===== config.mk =====
export PLATFORM = sky130hd
export DESIGN_NAME = barometer_pressure_compensation_top_flat
export DESIGN_NICKNAME = d
export VERILOG_FILES = /design/src/design/bpc_pkg.sv /design/src/design/bpc_req_if.sv /design/src/design/bpc_rsp_if.sv /design/src/design/bpc_csr_if.sv /design/src/design/barometer_pressure_compensation_top.sv /design/src/flat_wrapper.sv
export SDC_FILE = /design/constraint.sdc
export NUM_CORES = 2
export LEC_CHECK = 0
export BUFFER_PORTS_ARGS = -buffer_cell sky130_fd_sc_hd__buf_2
export CELL_PAD_IN_SITES_DETAIL_PLACEMENT = 0
export CELL_PAD_IN_SITES_GLOBAL_PLACEMENT = 1
export CORE_UTILIZATION = 48
export DETAILED_ROUTE_END_ITERATION = 6
export GPL_TIMING_DRIVEN = 0
export PLACE_DENSITY_LB_ADDON = 0.05
export SYNTH_ARGS = -nofsm -noshare
export SYNTH_HDL_FRONTEND = slang
export SYNTH_SLANG_ARGS = --single-unit

===== constraint.sdc =====
create_clock -name clock -period 6.7 [get_ports clock]
set_input_delay 0.67 -clock clock [delete_from_list [all_inputs] [get_ports clock]]
set_output_delay 0.67 -clock clock [all_outputs]
set_load 0.03 [all_outputs]

===== src/design/bpc_pkg.sv =====
// Barometer pressure compensation: shared types and constants.
// Used by the channel interfaces and the top level; depends on nothing.
package bpc_pkg;

   localparam int WORD_W      = 16;
   localparam int COUNT_W     = 10;
   localparam int COUNT_LSB   = 6;
   localparam int PRES_OUT_W  = 11;
   localparam int TEMP_OUT_W  = 12;
   localparam int PIPE_STAGES = 6;

   typedef enum logic [1:0] {
      CSR_OFFSET_COEFF      = 2'd0,
      CSR_PRESSURE_SLOPE    = 2'd1,
      CSR_TEMPERATURE_SLOPE = 2'd2,
      CSR_CROSS_COEFF       = 2'd3
   } csr_index_type;

   // Pcomp is held as an integer with weight 2^-24
   localparam int OFFSET_SHIFT = 21;
   localparam int PSLOPE_SHIFT = 11;
   localparam int TSLOPE_SHIFT = 10;
   localparam int PCOMP_FRAC   = 24;
   localparam logic [33:0] PCOMP_MAX = 34'(1023) << PCOMP_FRAC;

   // pressure = 800 + floor(floor(1040 * X / 2^24) / 1023)
   localparam int PRES_SPAN        = 1040;
   localparam int PRES_DIV         = 1023;
   localparam int PRES_RECIP       = 1025;
   localparam int PRES_RECIP_SHIFT = 20;
   localparam int PRES_BASE        = 800;
   localparam int PRES_MAX         = 1840;

   // temperature = (202160 - 320 * T) / 107, truncated toward zero
   localparam int TEMP_NUM_BASE    = 202160;
   localparam int TEMP_T_SCALE     = 320;
   localparam int TEMP_DIV         = 107;
   localparam int TEMP_RECIP       = 156796;
   localparam int TEMP_RECIP_SHIFT = 24;
   localparam int TEMP_MIN         = -1170;
   localparam int TEMP_MAX         = 1889;

endpackage


===== src/design/bpc_req_if.sv =====
// Input channel: raw pressure and temperature register words.
// Depends on bpc_pkg.
interface bpc_req_if import bpc_pkg::*; ();
   logic              valid;
   logic              ready;
   logic [WORD_W-1:0] pressure_word;
   logic [WORD_W-1:0] temperature_word;

   modport source (output valid, output pressure_word, output temperature_word, input ready);
   modport sink   (input valid, input pressure_word, input temperature_word, output ready);
endinterface


===== src/design/bpc_rsp_if.sv =====
// Result channel: compensated pressure, temperature, counts and clamp flag.
// Depends on bpc_pkg.
interface bpc_rsp_if import bpc_pkg::*; ();
   logic                         valid;
   logic                         ready;
   logic        [PRES_OUT_W-1:0] pressure_sixteenths;
   logic signed [TEMP_OUT_W-1:0] temperature_sixteenths;
   logic        [COUNT_W-1:0]    pressure_count;
   logic        [COUNT_W-1:0]    temperature_count;
   logic                         clamped;

   modport source (output valid, output pressure_sixteenths, output temperature_sixteenths,
                   output pressure_count, output temperature_count, output clamped,
                   input ready);
   modport sink   (input valid, input pressure_sixteenths, input temperature_sixteenths,
                   input pressure_count, input temperature_count, input clamped,
                   output ready);
endinterface


===== src/design/bpc_csr_if.sv =====
// Configuration write channel: coefficient register index and data.
// Depends on bpc_pkg.
interface bpc_csr_if import bpc_pkg::*; ();
   logic              valid;
   logic              ready;
   csr_index_type     index;
   logic [WORD_W-1:0] data;

   modport source (output valid, output index, output data, input ready);
   modport sink   (input valid, input index, input data, output ready);
endinterface


===== src/design/barometer_pressure_compensation_top.sv =====
// Barometer pressure compensation, six-stage pipelined datapath.
// Depends on bpc_pkg, bpc_req_if, bpc_rsp_if and bpc_csr_if.
//
// Usage:
//   csr_chan writes the four raw coefficient words (a0, b1, b2, c12); it is
//   always ready and takes one write per cycle. Write only while idle.
//   req_chan carries one item of raw pressure and temperature words; each
//   item yields exactly one item on rsp_chan, in order.
//   An accepted item reaches rsp_chan.valid through the six register stages
//   (multiply stages on the pressure path, one divide-by-constant
//   correction stage per output); one item per cycle is taken while
//   results are drained.
//   Each stage loads whenever it is empty or the stage after it advances,
//   so bubbles close up and a stall of rsp_chan.ready holds each full stage
//   with no empty stage after it; req_chan.ready falls only once all six are full.
//   Reset clears the coefficients to zero and empties the pipeline.
module barometer_pressure_compensation_top import bpc_pkg::*; (
   input  logic      clock,
   input  logic      reset,
   bpc_csr_if.sink   csr_chan,
   bpc_req_if.sink   req_chan,
   bpc_rsp_if.source rsp_chan
);

   logic signed [15:0] a0_ff, b1_ff, b2_ff, c12_ff;

   logic [PIPE_STAGES-1:0] vld_ff;
   logic [PIPE_STAGES-1:0] load;

   // stage 0
   logic        [9:0]  s0_p_in, s0_t_in, s0_p_ff, s0_t_ff;
   logic        [19:0] s0_tp_in, s0_tp_ff;
   logic signed [26:0] s0_b1p_in, s0_b1p_ff, s0_b2t_in, s0_b2t_ff;
   logic        [18:0] s0_tsc;
   logic        [19:0] s0_tnum;
   logic               s0_tneg_in, s0_tneg_ff;
   logic        [17:0] s0_tmag_in, s0_tmag_ff;

   // stage 1
   logic signed [36:0] s1_ctp_in, s1_ctp_ff;
   logic signed [39:0] s1_sum_in, s1_sum_ff;
   logic        [35:0] s1_tprod;
   logic        [10:0] s1_tqe_in, s1_tqe_ff;
   logic        [17:0] s1_tmag_ff;
   logic               s1_tneg_ff;
   logic        [9:0]  s1_p_ff, s1_t_ff;

   // stage 2
   logic signed [40:0] s2_x;
   logic        [33:0] s2_xc_in, s2_xc_ff;
   logic               s2_clamp_in, s2_clamp_ff;
   logic        [17:0] t_rem;
   logic        [10:0] s2_tq;
   logic        [11:0] s2_tq_ext;
   logic        [11:0] s2_temp_in, s2_temp_ff;
   logic        [9:0]  s2_p_ff, s2_t_ff;

   // stage 3
   logic        [44:0] s3_prod;
   logic        [20:0] s3_z_in, s3_z_ff;
   logic               s3_clamp_ff;
   logic        [11:0] s3_temp_ff;
   logic        [9:0]  s3_p_ff, s3_t_ff;

   // stage 4
   logic        [31:0] s4_prod;
   logic        [10:0] s4_qe_in, s4_qe_ff;
   logic        [20:0] s4_z_ff;
   logic               s4_clamp_ff;
   logic        [11:0] s4_temp_ff;
   logic        [9:0]  s4_p_ff, s4_t_ff;

   // stage 5 (output register)
   logic        [20:0] p_rem;
   logic        [10:0] s5_pres_in, s5_pres_ff;
   logic               s5_clamp_ff;
   logic        [11:0] s5_temp_ff;
   logic        [9:0]  s5_p_ff, s5_t_ff;

   // coefficient registers
   assign csr_chan.ready = 1'b1;

   always_ff @(posedge clock) begin
      if (reset) begin
         a0_ff  <= '0;
         b1_ff  <= '0;
         b2_ff  <= '0;
         c12_ff <= '0;
      end else if (csr_chan.valid) begin
         case (csr_chan.index)
            CSR_OFFSET_COEFF:      a0_ff  <= $signed(csr_chan.data);
            CSR_PRESSURE_SLOPE:    b1_ff  <= $signed(csr_chan.data);
            CSR_TEMPERATURE_SLOPE: b2_ff  <= $signed(csr_chan.data);
            CSR_CROSS_COEFF:       c12_ff <= $signed(csr_chan.data);
            default: ;
         endcase
      end
   end

   // pipeline flow control
   always_comb begin
      load[PIPE_STAGES-1] = !vld_ff[PIPE_STAGES-1] || rsp_chan.ready;
      for (int i = PIPE_STAGES - 2; i >= 0; i--) begin
         load[i] = !vld_ff[i] || load[i+1];
      end
   end

   assign req_chan.ready = load[0];

   always_ff @(posedge clock) begin
      if (reset) begin
         vld_ff <= '0;
      end else begin
         if (load[0]) begin
            vld_ff[0] <= req_chan.valid;
         end
         for (int i = 1; i < PIPE_STAGES; i++) begin
            if (load[i]) begin
               vld_ff[i] <= vld_ff[i-1];
            end
         end
      end
   end

   // stage 0: counts, products with the counts, temperature numerator
   assign s0_p_in    = req_chan.pressure_word[WORD_W-1:COUNT_LSB];
   assign s0_t_in    = req_chan.temperature_word[WORD_W-1:COUNT_LSB];
   assign s0_tp_in   = 20'(s0_p_in) * 20'(s0_t_in);
   assign s0_b1p_in  = 27'(b1_ff) * 27'($signed({1'b0, s0_p_in}));
   assign s0_b2t_in  = 27'(b2_ff) * 27'($signed({1'b0, s0_t_in}));
   assign s0_tsc     = 19'(s0_t_in) * 19'(TEMP_T_SCALE);
   assign s0_tnum    = 20'(TEMP_NUM_BASE) - {1'b0, s0_tsc};
   assign s0_tneg_in = s0_tnum[19];
   assign s0_tmag_in = s0_tneg_in ? 18'(-s0_tnum) : 18'(s0_tnum);

   // stage 1: cross term, partial sum, temperature quotient estimate
   assign s1_ctp_in = 37'(c12_ff) * 37'($signed({1'b0, s0_tp_ff}));
   assign s1_sum_in = (40'(a0_ff) <<< OFFSET_SHIFT) + (40'(s0_b1p_ff) <<< PSLOPE_SHIFT)
                    + (40'(s0_b2t_ff) <<< TSLOPE_SHIFT);
   assign s1_tprod  = 36'(s0_tmag_ff) * 36'(TEMP_RECIP);
   assign s1_tqe_in = s1_tprod[TEMP_RECIP_SHIFT +: 11];

   // stage 2: final sum and clamp, temperature correction and sign
   assign s2_x = 41'(s1_sum_ff) + 41'(s1_ctp_ff);

   always_comb begin
      if (s2_x[40]) begin
         s2_xc_in    = '0;
         s2_clamp_in = 1'b1;
      end else if (s2_x[39:0] > 40'(PCOMP_MAX)) begin
         s2_xc_in    = PCOMP_MAX;
         s2_clamp_in = 1'b1;
      end else begin
         s2_xc_in    = s2_x[33:0];
         s2_clamp_in = 1'b0;
      end
   end

   assign t_rem      = s1_tmag_ff - 18'(s1_tqe_ff) * 18'(TEMP_DIV);
   assign s2_tq      = s1_tqe_ff + 11'(t_rem >= 18'(TEMP_DIV));
   assign s2_tq_ext  = {1'b0, s2_tq};
   assign s2_temp_in = s1_tneg_ff ? -s2_tq_ext : s2_tq_ext;

   // stage 3: scale to the pressure span
   assign s3_prod = 45'(s2_xc_ff) * 45'(PRES_SPAN);
   assign s3_z_in = s3_prod[PCOMP_FRAC +: 21];

   // stage 4: quotient estimate by reciprocal of 1023
   assign s4_prod  = 32'(s3_z_ff) * 32'(PRES_RECIP);
   assign s4_qe_in = s4_prod[PRES_RECIP_SHIFT +: 11];

   // stage 5: quotient correction and offset
   assign p_rem      = s4_z_ff - 21'(s4_qe_ff) * 21'(PRES_DIV);
   assign s5_pres_in = 11'(PRES_BASE) + s4_qe_ff + 11'(p_rem >= 21'(PRES_DIV));

   always_ff @(posedge clock) begin
      if (load[0]) begin
         s0_p_ff    <= s0_p_in;
         s0_t_ff    <= s0_t_in;
         s0_tp_ff   <= s0_tp_in;
         s0_b1p_ff  <= s0_b1p_in;
         s0_b2t_ff  <= s0_b2t_in;
         s0_tneg_ff <= s0_tneg_in;
         s0_tmag_ff <= s0_tmag_in;
      end
      if (load[1]) begin
         s1_ctp_ff  <= s1_ctp_in;
         s1_sum_ff  <= s1_sum_in;
         s1_tqe_ff  <= s1_tqe_in;
         s1_tmag_ff <= s0_tmag_ff;
         s1_tneg_ff <= s0_tneg_ff;
         s1_p_ff    <= s0_p_ff;
         s1_t_ff    <= s0_t_ff;
      end
      if (load[2]) begin
         s2_xc_ff    <= s2_xc_in;
         s2_clamp_ff <= s2_clamp_in;
         s2_temp_ff  <= s2_temp_in;
         s2_p_ff     <= s1_p_ff;
         s2_t_ff     <= s1_t_ff;
      end
      if (load[3]) begin
         s3_z_ff     <= s3_z_in;
         s3_clamp_ff <= s2_clamp_ff;
         s3_temp_ff  <= s2_temp_ff;
         s3_p_ff     <= s2_p_ff;
         s3_t_ff     <= s2_t_ff;
      end
      if (load[4]) begin
         s4_qe_ff    <= s4_qe_in;
         s4_z_ff     <= s3_z_ff;
         s4_clamp_ff <= s3_clamp_ff;
         s4_temp_ff  <= s3_temp_ff;
         s4_p_ff     <= s3_p_ff;
         s4_t_ff     <= s3_t_ff;
      end
      if (load[5]) begin
         s5_pres_ff  <= s5_pres_in;
         s5_clamp_ff <= s4_clamp_ff;
         s5_temp_ff  <= s4_temp_ff;
         s5_p_ff     <= s4_p_ff;
         s5_t_ff     <= s4_t_ff;
      end
   end

   assign rsp_chan.valid                  = vld_ff[PIPE_STAGES-1];
   assign rsp_chan.pressure_sixteenths    = s5_pres_ff;
   assign rsp_chan.temperature_sixteenths = $signed(s5_temp_ff);
   assign rsp_chan.pressure_count         = s5_p_ff;
   assign rsp_chan.temperature_count      = s5_t_ff;
   assign rsp_chan.clamped                = s5_clamp_ff;

`ifndef SYNTH
   a_no_bubble_drop: assert property (@(posedge clock) disable iff (reset)
      !reset && vld_ff[0] && !vld_ff[1] |=> vld_ff[1])
      else $error("item lost between first and second stage");

   a_temp_rem: assert property (@(posedge clock) disable iff (reset)
      vld_ff[1] |-> t_rem < 18'(2 * TEMP_DIV))
      else $error("temperature quotient estimate out of range");

   a_pres_rem: assert property (@(posedge clock) disable iff (reset)
      vld_ff[4] |-> p_rem < 21'(2 * PRES_DIV))
      else $error("pressure quotient estimate out of range");

   a_pres_range: assert property (@(posedge clock) disable iff (reset)
      rsp_chan.valid |-> rsp_chan.pressure_sixteenths >= 11'(PRES_BASE)
                      && rsp_chan.pressure_sixteenths <= 11'(PRES_MAX))
      else $error("pressure result out of range");

   a_temp_range: assert property (@(posedge clock) disable iff (reset)
      rsp_chan.valid |-> rsp_chan.temperature_sixteenths >= 12'(TEMP_MIN)
                      && rsp_chan.temperature_sixteenths <= 12'(TEMP_MAX))
      else $error("temperature result out of range");

   a_clamp_edge: assert property (@(posedge clock) disable iff (reset)
      rsp_chan.valid && rsp_chan.clamped |->
         rsp_chan.pressure_sixteenths == 11'(PRES_BASE)
         || rsp_chan.pressure_sixteenths == 11'(PRES_MAX))
      else $error("clamped item does not sit at a range limit");
`endif

endmodule


===== src/flat_wrapper.sv =====
// flat-port wrapper written by rule: the top's interface ports become plain ports
module barometer_pressure_compensation_top_flat import bpc_pkg::*;
  (clock, reset, csr_chan_valid, csr_chan_index, csr_chan_data, csr_chan_ready, req_chan_valid, req_chan_pressure_word, req_chan_temperature_word, req_chan_ready, rsp_chan_valid, rsp_chan_pressure_sixteenths, rsp_chan_temperature_sixteenths, rsp_chan_pressure_count, rsp_chan_temperature_count, rsp_chan_clamped, rsp_chan_ready);
  bpc_csr_if csr_chan_i ();
  bpc_req_if req_chan_i ();
  bpc_rsp_if rsp_chan_i ();
  input  logic clock;
  input  logic reset;
  input wire logic [$bits(csr_chan_i.valid)-1:0] csr_chan_valid;
  input wire logic [$bits(csr_chan_i.index)-1:0] csr_chan_index;
  input wire logic [$bits(csr_chan_i.data)-1:0] csr_chan_data;
  output wire logic [$bits(csr_chan_i.ready)-1:0] csr_chan_ready;
  input wire logic [$bits(req_chan_i.valid)-1:0] req_chan_valid;
  input wire logic [$bits(req_chan_i.pressure_word)-1:0] req_chan_pressure_word;
  input wire logic [$bits(req_chan_i.temperature_word)-1:0] req_chan_temperature_word;
  output wire logic [$bits(req_chan_i.ready)-1:0] req_chan_ready;
  output wire logic [$bits(rsp_chan_i.valid)-1:0] rsp_chan_valid;
  output wire logic [$bits(rsp_chan_i.pressure_sixteenths)-1:0] rsp_chan_pressure_sixteenths;
  output wire logic [$bits(rsp_chan_i.temperature_sixteenths)-1:0] rsp_chan_temperature_sixteenths;
  output wire logic [$bits(rsp_chan_i.pressure_count)-1:0] rsp_chan_pressure_count;
  output wire logic [$bits(rsp_chan_i.temperature_count)-1:0] rsp_chan_temperature_count;
  output wire logic [$bits(rsp_chan_i.clamped)-1:0] rsp_chan_clamped;
  input wire logic [$bits(rsp_chan_i.ready)-1:0] rsp_chan_ready;
  assign csr_chan_i.valid = csr_chan_valid;
  assign csr_chan_i.index = csr_chan_index;
  assign csr_chan_i.data = csr_chan_data;
  assign csr_chan_ready = csr_chan_i.ready;
  assign req_chan_i.valid = req_chan_valid;
  assign req_chan_i.pressure_word = req_chan_pressure_word;
  assign req_chan_i.temperature_word = req_chan_temperature_word;
  assign req_chan_ready = req_chan_i.ready;
  assign rsp_chan_valid = rsp_chan_i.valid;
  assign rsp_chan_pressure_sixteenths = rsp_chan_i.pressure_sixteenths;
  assign rsp_chan_temperature_sixteenths = rsp_chan_i.temperature_sixteenths;
  assign rsp_chan_pressure_count = rsp_chan_i.pressure_count;
  assign rsp_chan_temperature_count = rsp_chan_i.temperature_count;
  assign rsp_chan_clamped = rsp_chan_i.clamped;
  assign rsp_chan_i.ready = rsp_chan_ready;
  barometer_pressure_compensation_top u_core (.clock(clock), .reset(reset), .csr_chan(csr_chan_i), .req_chan(req_chan_i), .rsp_chan(rsp_chan_i));
endmodule

; After elaboration in Yosys (flattened, before gate mapping)
; Index checks and enable logic that the tools add are counted.
[totals]
regBits = 540
inputBits = 55
out_inout_bits = 47
[op_classes]
add_sub_neg = 11
multipliers = 10
order_cmp = 3
eq_ne = 3
n_mux = 4
n_reduce_logical = 18
[op_table]
columns = op, n
row1 = $mul 16x11->27, 2
row2 = $add 40x37->41, 1
row3 = $mul 34x7->41 const B, 1
row4 = $add 39x37->40, 1
row5 = $gt 40x34->1 const B, 1
row6 = $add 37x38->39, 1
row7 = $mul 16x21->37, 1
row8 = $mux 34, 1
row9 = $mul 18x16->33 const B, 1
row10 = $mul 21x11->31 const B, 1
row11 = $add 11x1->11, 2
row12 = $ge 21x10->1 const B, 1
row13 = $mul 11x10->21 const B, 1
row14 = $sub 21x21->21, 1
row15 = $mul 10x10->20, 1
row16 = $sub 18x19->20 const A, 1
row17 = $ge 18x7->1 const B, 1
row18 = $mul 11x7->18 const B, 1
row19 = $mux 18, 1
row20 = $neg 18->18, 1
row21 = $sub 18x18->18, 1
row22 = $mul 10x3->13 const B, 1
row23 = $neg 11->12, 1
row24 = $add 10x11->11 const A, 1
row25 = other kinds (9), 23

; Longest topological paths before layout
[logic_depth]
depth_word = 7
ltp_mapped = 29

; Least setup slack after synthesis
; No wires, ideal clock.
[synth_path]
path_type = register to register
startpoint = register u_core.c12_ff[15]
endpoint = register u_core.s1_ctp_ff[33] (data pin)
setup_ns = 0.259
arrival_time_ns = 6.277
t_required_ns = 6.441
path_slack_ns = 0.164
stages_incl_launch_ff = 22
path_buffers = 1
cell_sequence = dfxtp_1 clkbuf_1 nand2b_1 fa_1 inv_1 fa_1 fa_1 inv_1 fa_1 fa_1 inv_1 fa_1 ha_1 a21o_1 a21o_1 a21oi_1 o21bai_1 o41a_1 a2111oi_0 o31ai_1 a21oi_1 xnor2_1
[synth_between]
elab_chain_len = 1
[synth_rtl]
columns = element, line_no
row1 = from (decl), barometer_pressure_compensation_top.sv:25  ; logic signed [15:0] a0_ff, b1_ff, b2_ff, c12_ff;
row2 = from (signal assigned), barometer_pressure_compensation_top.sv:94  ; CSR_CROSS_COEFF: c12_ff <= $signed(csr_chan.data);
row3 = $mul 16x21->37, barometer_pressure_compensation_top.sv:137  ; assign s1_ctp_in = 37'(c12_ff) * 37'($signed({1'b0, s0_tp_ff}));
row4 = named net u_core.s1_ctp_in[33], barometer_pressure_compensation_top.sv:40  ; logic signed [36:0] s1_ctp_in, s1_ctp_ff;
row5 = to (signal assigned), barometer_pressure_compensation_top.sv:187  ; s1_ctp_ff <= s1_ctp_in;
row6 = to (decl), barometer_pressure_compensation_top.sv:40
; The timed path passes the listed nets, and every way through them passes these cells.
; A chain may end at the register's enable or synchronous reset.

; Worst setup path after layout
[layout_path]
startpoint = register u_core.s0_tp_ff[9]
endpoint = register u_core.s1_ctp_ff[33] (data pin)
[layout_between]
elab_chain_len = 1
[layout_rtl]
columns = element, line_no
row1 = from (decl), barometer_pressure_compensation_top.sv:32  ; logic [19:0] s0_tp_in, s0_tp_ff;
row2 = from (signal assigned), barometer_pressure_compensation_top.sv:180  ; s0_tp_ff <= s0_tp_in;
row3 = $mul 16x21->37, barometer_pressure_compensation_top.sv:137
row4 = named net u_core.s1_ctp_in[33], barometer_pressure_compensation_top.sv:40
; The timed path passes the listed nets, and every way through them passes these cells.

==> results.json <==
{
  "die_h_um": 349,
  "grt_usage": 0.251,
  "nFillCells": 10900,
  "cp_max_fo": 6,
  "drc": 0,
  "cp.required_ps": 7090,
  "final_max_slew_viol_count": 0,
  "rsz0062_at_grt": "yes",
  "syn_area_per_cell_um2": 10.4,
  "cts.sinks": 520,
  "fin_cells": 7482,
  "max_stage_delay_ps": 600,
  "die_x_um": 349,
  "cts-root-buf": "clkbuf_16",
  "fmax_ghz": 0.152,
  "dr.pass1.iters": 7,
  "skew_ps": 48.3,
  "cp_slowest_cell": "fa_2",
  "start_util": 0.483,
  "ios": 102,
  "path_buf_inv": 4,
  "grt_max_degree": 68,
  "finalHoldViolations": 0,
  "grt_pass1_wl_um": 233000,
  "grt_pass1_vias": 40400,
  "wl_um": 147000,
  "layout_common_cells": "inv_1, fa_1, ha_1",
  "pre_cts_slack_ps": -1280,
  "layout_setup_ws_ps": 120,
  "antenna_found_initial": 3,
  "synth_edf_count": 450,
  "synth-seq-cells": 520,
  "post-route-min-period_ps": 6580,
  "cts_tree": "yes",
  "cts_buffers": 61,
  "grt_remaining_overflow": 0,
  "ant_nets": 0,
  "clockBufferDepth": 3,
  "synth_cells": 5578,
  "dp_cells": 7287,
  "nets": 7391,
  "period_share": 0.982,
  "cp.arrival_ps": 6970,
  "ys_seq_area_frac": 0.258,
  "place_congestion": 0.904,
  "status": "finished clean",
  "hold_buffers": 0,
  "yosys_warnings": 0,
  "register_area_um2": 14900,
  "crit_path_end_kind": "flip-flop",
  "hpwl_um": 120000,
  "htreeDepth": 2,
  "clk_pin_slew_ps": 60,
  "maxCapViolCount": 0,
  "finalSetupViolCount": 0,
  "synthArstFlopShare": 0,
  "wire_per_inst_um": 19.6,
  "cp_common_cell": "fa_1",
  "whs_ps": 248,
  "rows": 127,
  "syn-num-nets": 7151,
  "slew_headroom": 0.165,
  "dieArea_um2": 122000,
  "clkLatencyLatePin_ps": 690,
  "synth.distinct_cells": 92,
  "num_vias": 38200,
  "syn_area_um2": 57800,
  "start_kind": "flip-flop",
  "worst_pin_slew_ps": 1250,
  "path_cells": "buf_8, nand2_1, fa_1, inv_1, fa_1, inv_1, fa_1, fa_1, fa_1, inv_1, fa_2, ha_2, nor2b_1, o21bai_1, o41ai_4, o41a_1, a2111oi_4, o31ai_1, a21oi_1, xnor2_1",
  "drt_iter0_drc": 1784,
  "synthFlopType": "edfxtp_1",
  "min_path_type": "in -> reg",
  "avgViaCountPerCell": 5.11,
  "multiInputGateArea_um2": 38700,
  "critical_path_class": "reg -> reg",
  "layout_commonest_cell": "inv_1",
  "coreArea_um2": 120000,
  "layout-drive-gt1-share": 0.0919,
  "portBuffers": 86,
  "areaGrowthSynthToFinish_pct": 11.1,
  "crit_family": "adder cells"
}
[through the flow]
| stage | setup TNS [ps] | util | area, um^2 |
|---|---|---|---|
| 2_1_floorplan | 0 | - | 57800 |
| 3_3_place_gp | -336620 | 0.504 | 60300 |
| 3_5_place_dp | -23380 | 0.506 | 60500 |
| 4_1_cts | -45.7 | 0.532 | 63700 |
| 5_1_grt | -159 | 0.537 | 64300 |
| 6_report | 0 | 0.537 | 64300 |
[tightest hold or removal path: stages]
cell and delay [ps]:
buf_2 120, inv_1 50, a21oi_1 50
[metal layers]
metal	vias up	track usage	wire [um]
li1	18300	-	-
met1	19100	0.327	64000
met2	678	0.428	70700
met3	186	0.0285	5570
met4	0	0.0980	6300
met5	-	0	0
[state kept, by name (all words and copies together), names as in the netlist, 20 cells and up]
signal            count
u_core.s1_ctp_ff     37
u_core.s2_xc_ff      34
u_core.s1_sum_ff     30
u_core.s0_b1p_ff     27
u_core.s0_b2t_ff     27
u_core.s3_z_ff       21
u_core.s4_z_ff       21
u_core.s0_tp_ff      20
[layout make-up]
type,count,area share
Timing Repair Buffer,192,0.0223
Inverter,1105,0.0647
Buffer,155,0.0145
Clock buffer,79,0.0257
Clock inverter,34,0.00660
Multi-Input combinational cell,3783,0.603
Tap cell,1612,0.0314
Antenna cell,2,0.0000778
Sequential cell,520,0.232
[cell usage after synthesis (80+ instances only)]
library cell / n / area share
a21o_1: 80 / 0.010
a21oi_1: 230 / 0.020
and2_1: 341 / 0.037
clkbuf_1: 160 / 0.010
edfxtp_1: 450 / 0.23
fa_1: 799 / 0.28
ha_1: 719 / 0.16
inv_1: 1104 / 0.072
nand2_1: 623 / 0.040
nor2_1: 131 / 0.0085
o21ai_0: 87 / 0.0075
xnor2_1: 186 / 0.028
[final timing paths]
check        slack [ps]           startpoint  depth (start not counted)              endpoint
max                 120   u_core.s0_tp_ff[9]                         20  u_core.s1_ctp_ff[33]
min                 250       req_chan_valid                          3      u_core.vld_ff[0]
max reg2reg         120   u_core.s0_tp_ff[9]                         20  u_core.s1_ctp_ff[33]
min reg2reg         410  u_core.s0_b2t_ff[0]                          0  u_core.s1_sum_ff[10]
[cell families (layout without fill, tap and decap cells)]
| logic type | Yosys count | after routing | synth area share |
|---|---|---|---|
| adder cells (fa/ha/maj) | 1518 | 1518 | 0.432 |
| multiplexers | 5 | 5 | 0.000908 |
| buffers and inverters | 1275 | 1565 | 0.0836 |
| AND/OR/NAND/NOR | 1402 | 1402 | 0.120 |
| XOR/XNOR | 262 | 262 | 0.0398 |
| flip-flops | 520 | 520 | 0.258 |
| other | 1 | 3 | 0.0000648 |
| AO/OA/AOI/OAI | 595 | 595 | 0.0660 |
[what timing repair did]
item	in CTS	in global routing
pin swaps	36	85
resized for setup	166	148
setup endpoints to repair	32	23
buffers inserted	61	34
Power is left out: the tool's default activity adds up to more than one toggle a clock period on the data nets, which glitch-free logic cannot reach.
